--- config.mk ---
export PLATFORM = sky130hd
export DESIGN_NAME = velocity_slew_ramp
export DESIGN_NICKNAME = d
export VERILOG_FILES = /design/src/rtl/vsr_pkg.sv /design/src/rtl/vsr_cfg.sv /design/src/rtl/vsr_step.sv /design/src/rtl/velocity_slew_ramp.sv
export SDC_FILE = /design/constraint.sdc
export NUM_CORES = 1
export LEC_CHECK = 0
export ABC_AREA = 1
export BUFFER_PORTS_ARGS = -buffer_cell sky130_fd_sc_hd__buf_2
export CORE_ASPECT_RATIO = 1.75
export CORE_UTILIZATION = 30
export CTS_CLUSTER_DIAMETER = 60
export CTS_CLUSTER_SIZE = 10
export DETAILED_ROUTE_END_ITERATION = 7
export HOLD_SLACK_MARGIN = 0.06
export PLACE_DENSITY = 0.54
export SETUP_SLACK_MARGIN = 0.5
export SYNTH_ARGS = -nofsm -noshare
export SYNTH_HDL_FRONTEND = slang
export SYNTH_SLANG_ARGS = --single-unit
--- constraint.sdc ---
create_clock -name clk -period 21.5 [get_ports clk]
set_input_delay 1.075 -clock clk [delete_from_list [all_inputs] [get_ports clk]]
set_output_delay 1.075 -clock clk [all_outputs]
set_load 0.01 [all_outputs]
--- src/rtl/vsr_pkg.sv ---
package vsr_pkg;

  // Width of the velocity ports and registers as seen outside the block
  localparam int unsigned PORT_VEL_BITS = 32;
  // Signed width that holds a velocity difference and the full step limit
  localparam int unsigned CMP_BITS      = 33;
  localparam int unsigned RATE_BITS     = 31;
  localparam int unsigned SHIFT_BITS    = 16;

  // Item codes
  typedef enum logic {
    FUNC_SET  = 1'b0,
    FUNC_TICK = 1'b1
  } func_t;

  // Configuration register indexes
  typedef enum logic [1:0] {
    REG_MIN_VELOCITY   = 2'd0,
    REG_MAX_VELOCITY   = 2'd1,
    REG_MAX_STEP       = 2'd2,
    REG_SHIFT_DELAY    = 2'd3
  } cfg_idx_t;

  typedef struct packed {
    logic [PORT_VEL_BITS-1:0] min_velocity;
    logic [PORT_VEL_BITS-1:0] max_velocity;
    logic [RATE_BITS-1:0]     max_step;
    logic [SHIFT_BITS-1:0]    shift_delay;
  } cfg_t;

  typedef struct packed {
    logic                     status;
    logic                     drive_valid;
    logic [PORT_VEL_BITS-1:0] current_velocity;
    logic [PORT_VEL_BITS-1:0] target_velocity;
    logic                     ramping;
  } res_t;

endpackage

--- src/rtl/vsr_cfg.sv ---
module vsr_cfg (
  input  logic                           clk,
  input  logic                           rst,
  input  logic                           cfg_valid,
  input  logic [1:0]                     cfg_index,
  input  logic [31:0]                    cfg_data,
  output vsr_pkg::cfg_t                  cfg
);

  // Take a register write on every request
  always_ff @(posedge clk) begin
    if (rst) begin
      cfg.min_velocity   <= '0;
      cfg.max_velocity   <= '0;
      cfg.max_step       <= vsr_pkg::RATE_BITS'(1);
      cfg.shift_delay    <= vsr_pkg::SHIFT_BITS'(1);
    end else if (cfg_valid) begin
      unique case (vsr_pkg::cfg_idx_t'(cfg_index))
        vsr_pkg::REG_MIN_VELOCITY:   cfg.min_velocity   <= cfg_data;
        vsr_pkg::REG_MAX_VELOCITY:   cfg.max_velocity   <= cfg_data;
        vsr_pkg::REG_MAX_STEP:       cfg.max_step       <= cfg_data[vsr_pkg::RATE_BITS-1:0];
        vsr_pkg::REG_SHIFT_DELAY:    cfg.shift_delay    <= cfg_data[vsr_pkg::SHIFT_BITS-1:0];
        default: ;
      endcase
    end
  end

endmodule

--- src/rtl/vsr_step.sv ---
module vsr_step #(
  parameter int unsigned VELOCITY_BITS = 32,
  parameter int unsigned DELAY_BITS    = 16
) (
  input  logic                           clk,
  input  logic                           rst,
  input  logic                           fire,
  input  logic                           func,
  input  logic [31:0]                    target_value,
  input  vsr_pkg::cfg_t                  cfg,
  output vsr_pkg::res_t                  res
);

  localparam int unsigned CW = vsr_pkg::CMP_BITS;

  logic signed [VELOCITY_BITS-1:0] velocity_now, velocity_now_next;
  logic signed [VELOCITY_BITS-1:0] velocity_goal, velocity_goal_next;
  logic                            ramp_active, ramp_active_next;
  logic [DELAY_BITS-1:0]           delay_left, delay_left_next;

  logic signed [VELOCITY_BITS-1:0] tv, vmin, vmax, stepped;
  logic signed [VELOCITY_BITS:0]   delta;
  logic signed [CW-1:0]            delta_w, rate_w, rate_neg, step_w, sum_w;
  logic [31:0]                     shift_ext;
  logic [DELAY_BITS-1:0]           reload, delay_dec;
  logic                            out_of_range, status, drive;

  // Velocities live in the low bits of the 32-bit fields
  assign tv   = target_value[VELOCITY_BITS-1:0];
  assign vmin = cfg.min_velocity[VELOCITY_BITS-1:0];
  assign vmax = cfg.max_velocity[VELOCITY_BITS-1:0];
  assign out_of_range = (tv < vmin) || (tv > vmax);

  // Delay reload, zero counts as one tick
  assign shift_ext = 32'(cfg.shift_delay);
  assign reload    = (shift_ext[DELAY_BITS-1:0] == '0) ? DELAY_BITS'(1)
                                                       : shift_ext[DELAY_BITS-1:0];
  assign delay_dec = delay_left - DELAY_BITS'(1);

  // Clamp the distance to the target by the step limit
  assign delta    = (VELOCITY_BITS+1)'(velocity_goal) - (VELOCITY_BITS+1)'(velocity_now);
  assign delta_w  = CW'(delta);
  assign rate_w   = signed'(CW'(cfg.max_step));
  assign rate_neg = -rate_w;

  always_comb begin
    priority if (delta_w > rate_w) begin
      step_w = rate_w;
    end else if (delta_w < rate_neg) begin
      step_w = rate_neg;
    end else begin
      step_w = delta_w;
    end
  end

  assign sum_w   = CW'(velocity_now) + step_w;
  assign stepped = sum_w[VELOCITY_BITS-1:0];

  // Next state for one request
  always_comb begin
    velocity_now_next  = velocity_now;
    velocity_goal_next = velocity_goal;
    ramp_active_next   = ramp_active;
    delay_left_next    = delay_left;
    status             = 1'b0;
    drive              = 1'b0;
    if (fire) begin
      if (vsr_pkg::func_t'(func) == vsr_pkg::FUNC_SET) begin
        if (out_of_range) begin
          status = 1'b1;
        end else begin
          velocity_goal_next = tv;
          if ((tv != velocity_now) && !ramp_active) begin
            ramp_active_next = 1'b1;
            delay_left_next  = reload;
          end
        end
      end else if (ramp_active) begin
        delay_left_next = delay_dec;
        if (delay_dec == '0) begin
          velocity_now_next = stepped;
          drive             = 1'b1;
          if (stepped == velocity_goal) begin
            ramp_active_next = 1'b0;
          end else begin
            delay_left_next = reload;
          end
        end
      end
    end
  end

  always_ff @(posedge clk) begin
    if (rst) begin
      velocity_now  <= '0;
      velocity_goal <= '0;
      ramp_active   <= 1'b0;
      delay_left    <= '0;
    end else begin
      velocity_now  <= velocity_now_next;
      velocity_goal <= velocity_goal_next;
      ramp_active   <= ramp_active_next;
      delay_left    <= delay_left_next;
    end
  end

  // Result for the request, sign-extended to the port width
  assign res.status           = status;
  assign res.drive_valid      = drive;
  assign res.current_velocity = vsr_pkg::PORT_VEL_BITS'(velocity_now_next);
  assign res.target_velocity  = vsr_pkg::PORT_VEL_BITS'(velocity_goal_next);
  assign res.ramping          = ramp_active_next;

`ifndef SYNTHESIS
  a_drive_only_on_tick: assert property (@(posedge clk) disable iff (rst)
    fire && res.drive_valid |-> func && ramp_active)
    else $error("drive update without a running ramp tick");

  a_reject_holds_state: assert property (@(posedge clk) disable iff (rst)
    fire && res.status |=> $stable(velocity_now) && $stable(velocity_goal)
                           && $stable(ramp_active) && $stable(delay_left))
    else $error("rejected target changed the ramp state");

  a_idle_tick_holds: assert property (@(posedge clk) disable iff (rst)
    fire && func && !ramp_active |=> $stable(velocity_now) && !ramp_active)
    else $error("tick while idle changed the velocity");

  a_stop_at_goal: assert property (@(posedge clk) disable iff (rst)
    $fell(ramp_active) |-> velocity_now == velocity_goal)
    else $error("ramp stopped away from the target");
`endif

endmodule

--- src/rtl/velocity_slew_ramp.sv ---
// A request waits in the input register; its result is loaded into the output register
// when the output register is empty or being drained, together with the ramp state update.
// Throughput: one request per cycle while the output is not stalled.
// Reset (rst, synchronous): ramp idle, velocities and delay zero, limits zero,
// rate 1 and delay 1; both pipeline registers empty.
module velocity_slew_ramp #(
  parameter int unsigned VELOCITY_BITS = 32,
  parameter int unsigned DELAY_BITS    = 16
) (
  input  logic        clk,
  input  logic        rst,
  input  logic        in_valid,
  output logic        in_ready,
  input  logic        func,
  input  logic [31:0] target_value,
  output logic        out_valid,
  input  logic        out_ready,
  output logic        status,
  output logic        drive_valid,
  output logic [31:0] current_velocity,
  output logic [31:0] target_velocity,
  output logic        ramping,
  input  logic        cfg_valid,
  output logic        cfg_ready,
  input  logic [1:0]  cfg_index,
  input  logic [31:0] cfg_data
);

  vsr_pkg::cfg_t cfg;
  vsr_pkg::res_t res, res_q;

  logic        s1_valid;
  logic        s1_func;
  logic [31:0] s1_target;
  logic        fire;

  assign cfg_ready = 1'b1;

  vsr_cfg u_cfg (
    .clk       (clk),
    .rst       (rst),
    .cfg_valid (cfg_valid),
    .cfg_index (cfg_index),
    .cfg_data  (cfg_data),
    .cfg       (cfg)
  );

  // Advance the held request when the result register is free or draining
  assign fire     = s1_valid && (!out_valid || out_ready);
  assign in_ready = !s1_valid || fire;

  // Input register
  always_ff @(posedge clk) begin
    if (rst) begin
      s1_valid <= 1'b0;
    end else if (in_ready) begin
      s1_valid <= in_valid;
    end
  end

  always_ff @(posedge clk) begin
    if (in_valid && in_ready) begin
      s1_func   <= func;
      s1_target <= target_value;
    end
  end

  vsr_step #(
    .VELOCITY_BITS (VELOCITY_BITS),
    .DELAY_BITS    (DELAY_BITS)
  ) u_step (
    .clk          (clk),
    .rst          (rst),
    .fire         (fire),
    .func         (s1_func),
    .target_value (s1_target),
    .cfg          (cfg),
    .res          (res)
  );

  // Result register
  always_ff @(posedge clk) begin
    if (rst) begin
      out_valid <= 1'b0;
    end else if (fire) begin
      out_valid <= 1'b1;
    end else if (out_ready) begin
      out_valid <= 1'b0;
    end
  end

  always_ff @(posedge clk) begin
    if (fire) begin
      res_q <= res;
    end
  end

  assign status           = res_q.status;
  assign drive_valid      = res_q.drive_valid;
  assign current_velocity = res_q.current_velocity;
  assign target_velocity  = res_q.target_velocity;
  assign ramping          = res_q.ramping;

endmodule

==> results.py <==
metrics = {
    "synthesis": {
        "syn-cell-area_sq_um": 19400,
        "synth_compound_area_share_pct": 18.2,
        "synth-xor-area-share_pct": 5.53,
        "synthMuxAreaShare_pct": 0,
        "synthTopCellsByArea": "dfxtp_1, edfxtp_1, ha_1",
        "seq_area_frac_synth_pct": 35.4,
        "avgSynthCellArea_sq_um": 7.61,
        "synth_fa_ha_area_share_pct": 12.4,
        "synth_top_area_share_pct": 20.0,
        "synth-simple-area-share_pct": 20.1,
        "ys_ff_latch": 294,
        "syn_inst": 2552,
        "yosysUniqueCellTypes": 65,
        "synth_largest_area_cell": "dfxtp_1",
        "synth_top_family_by_area": "simple AND/OR/NAND/NOR gates",
        "yosys_warnings": 0,
        "synth_nets": 2816,
    },
    "layout": {
        "diodes": 0,
        "fin_cells": 3507,
        "final_common_cell": "nand2_1",
        "multi_input_area_sq_um": 10900,
        "final.fill_count": 6827,
        "nets": 2934,
        "areaGrowthSynthToFinish_pct": 13.3,
        "final_cell_mix": "nand2_1, a21oi_1, inv_1",
        "regArea_sq_um": 6890,
        "layout-drive-gt1-share_pct": 10.9,
    },
    "routing": {
        "drtIter0Drc": 672,
        "finalWirelength_mm": 62.9,
        "wl_per_cell_um": 17.9,
        "viasPerCell": 4.87,
        "vias": 17100,
        "drc": 0,
        "first_pass_iters": 5,
        "final_antenna_net_count": 0,
    },
    "placement": {
        "place_inst": 3443,
        "globalplace.congestion": 0.927,
        "numPortBuffers": 140,
        "dp.final_hpwl_mm": 50.0,
    },
    "floorplanning": {
        "start_util_pct": 30.3,
        "dieArea_sq_um": 65800,
        "io_pins": 142,
        "coreArea_sq_um": 64200,
        "die_w_um": 194,
        "rows": 123,
        "die_y_um": 339,
    },
    "setup_path": {
        "cp.arrival_ns": 10.05,
        "cp_max_fo": 37,
        "critPathMaxStageDelay_ns": 0.80,
        "end_kind": "register",
        "start_kind": "register",
        "critical_path_class": "register to register",
        "cpMostUsedCell": "nand2_1",
        "required_ns": 21.91,
        "cp_slowest_cell": "clkinv_1",
    },
    "job": {
        "max-cap-violations": 0,
    },
    "cts": {
        "cts_resized": 0,
        "clkSinkCount": 294,
        "numCtsBuffers": 37,
        "clock_latency_ns": 0.56,
        "path_clk_slew_ns": 0.05,
        "clock-root-buffer": "clkbuf_16",
        "cts-hold-fix-buffers": 0,
        "post_cts_buffers": 0,
        "htree_levels": 2,
        "clk_path_buf_depth": 3,
        "cts_tree": "yes",
    },
    "power_and_ir_drop": {
        "powerDensity_nw_per_um2": 99.2,
        "peakVddDrop_v": 0.0000532,
        "p_leak_nw": 10.1,
    },
    "grt": {
        "grt_pass1_vias": 17100,
        "grt_pass1_wl_mm": 96.1,
        "grt_start_max_net_pins": 124,
        "grtUsageTotal_pct": 19.1,
        "grt_overflow_total": 0,
        "grt_antenna_before_repair": 1,
    },
    "sta": {
        "rsz0062_at_grt": "no",
        "relSlewSlack_pct": 26.0,
        "worst_pin_slew_ns": 1.11,
        "maxSlewViolCount": 0,
        "finalSetupViolCount": 0,
        "setup-tns-final_ns": 0,
        "min_period_ns": 9.65,
        "skew_ns": 0.0175,
        "period_share_pct": 44.9,
        "fmax_mhz": 104,
        "hold_viol": 0,
    },
    "status": {
        "status": "completed",
    },
    "worst_hold_path": {
        "hold_class": "register to register",
    },
}
## synthesized netlist by cell type, drive strengths merged
cell type / count
xnor2: 48
nor3: 28
nor3b: 1
buf: 12
o2111ai: 6
a31o: 1
fa: 2
a21oi: 348
clkinv: 5
o21bai: 8
xor2: 66
and3b: 1
a221oi: 4
a2111oi: 1
a211oi: 34
ha: 190
o21a: 4
o31ai: 3
or2: 15
o221ai: 1
nand3: 82
a21boi: 3
conb: 1
dfxtp: 194
nor4: 14
xnor3: 2
nand2: 519
and3: 3
inv: 340
edfxtp: 100
nand3b: 11
a31oi: 8
and2: 2
o21ai: 206
clkbuf: 61
o211ai: 11
nand4: 38
a21o: 5
nor2: 174
## area by class of cell
cell class	count	share of cell area, %
multi-input combinational	1840	49.7
sequential	294	31.3
inverter	345	5.89
clock buffer	57	4.77
tap	812	4.61
timing repair buffer	152	3.59
clock inverter	7	0.193
## cells by family (layout without fill, tap and decap cells)
kind of cell,Yosys count,in the layout
AO/OA/AOI/OAI,643,643
AND/OR/NAND/NOR,888,888
other,1,1
buffers and inverters,418,561
XOR/XNOR,116,116
flip-flops,294,294
adder cells (fa/ha/maj),192,192
## per-stage QoR
step | instance area [sq um] | setup WS [ns] | power (W) | utilization, % | hold WS (ns)
floorplan | 19400 | 14.48 | 0.00135 | - | 0.435
CTS | 22000 | 11.80 | 0.00221 | 34.3 | 0.461
global placement | 20900 | 11.87 | 0.00160 | 32.6 | 0.448
finish | 22000 | 11.85 | 0.00218 | 34.3 | 0.458
global route | 22000 | 11.00 | 0.00235 | 34.3 | 0.478
detailed placement | 20900 | 11.84 | 0.00160 | 32.6 | 0.454
## layer usage
metal / track usage, % / routed length, um
met2: 35.6 / 32300
met5: 0 / 0
met3: 2.13 / 1930
met1: 20.9 / 25400
met4: 10.3 / 3360
## critical path, delay by kind of cell, from the launching register on
kind                       cells  cell delay [ns]
and+or+nand+nor               25             3.14
AOI/OAI and AO/OA             13             2.72
adders and majority gates      5             1.55
buffers and inverters          6             1.10
xor gates and xnor gates       2             0.58
DFF                            1             0.40
## registers in the layout, indices dropped and copies added, names as in the netlist, 16 cells and up
signal,count
u_cfg.cfg,111
u_step.delay_left,16
u_step.velocity_goal,32
s1_target,32
u_step.velocity_now,32
target_velocity,32
current_velocity,32
## path summary, 6_finish.rpt
check | end | depth (start not counted) | from | slack [ns]
worst max-delay path | u_step.delay_left[0] | 51 | u_step.velocity_now[0] | 11.85
worst min-delay path | u_cfg.cfg[80] | 2 | u_cfg.cfg[80] | 0.46
worst max register to register | u_step.delay_left[0] | 51 | u_step.velocity_now[0] | 11.85
worst min register to register | u_cfg.cfg[80] | 2 | u_cfg.cfg[80] | 0.46
## power breakdown
part	total (W)	switching (W)	internal (W)
combinational	0.000976	0.000650	0.000326
clock	0.000587	0.000251	0.000336
sequential	0.000621	0.0000223	0.000599
total	0.00218	0.000923	0.00126
Power figures use the tool's default switching activity.
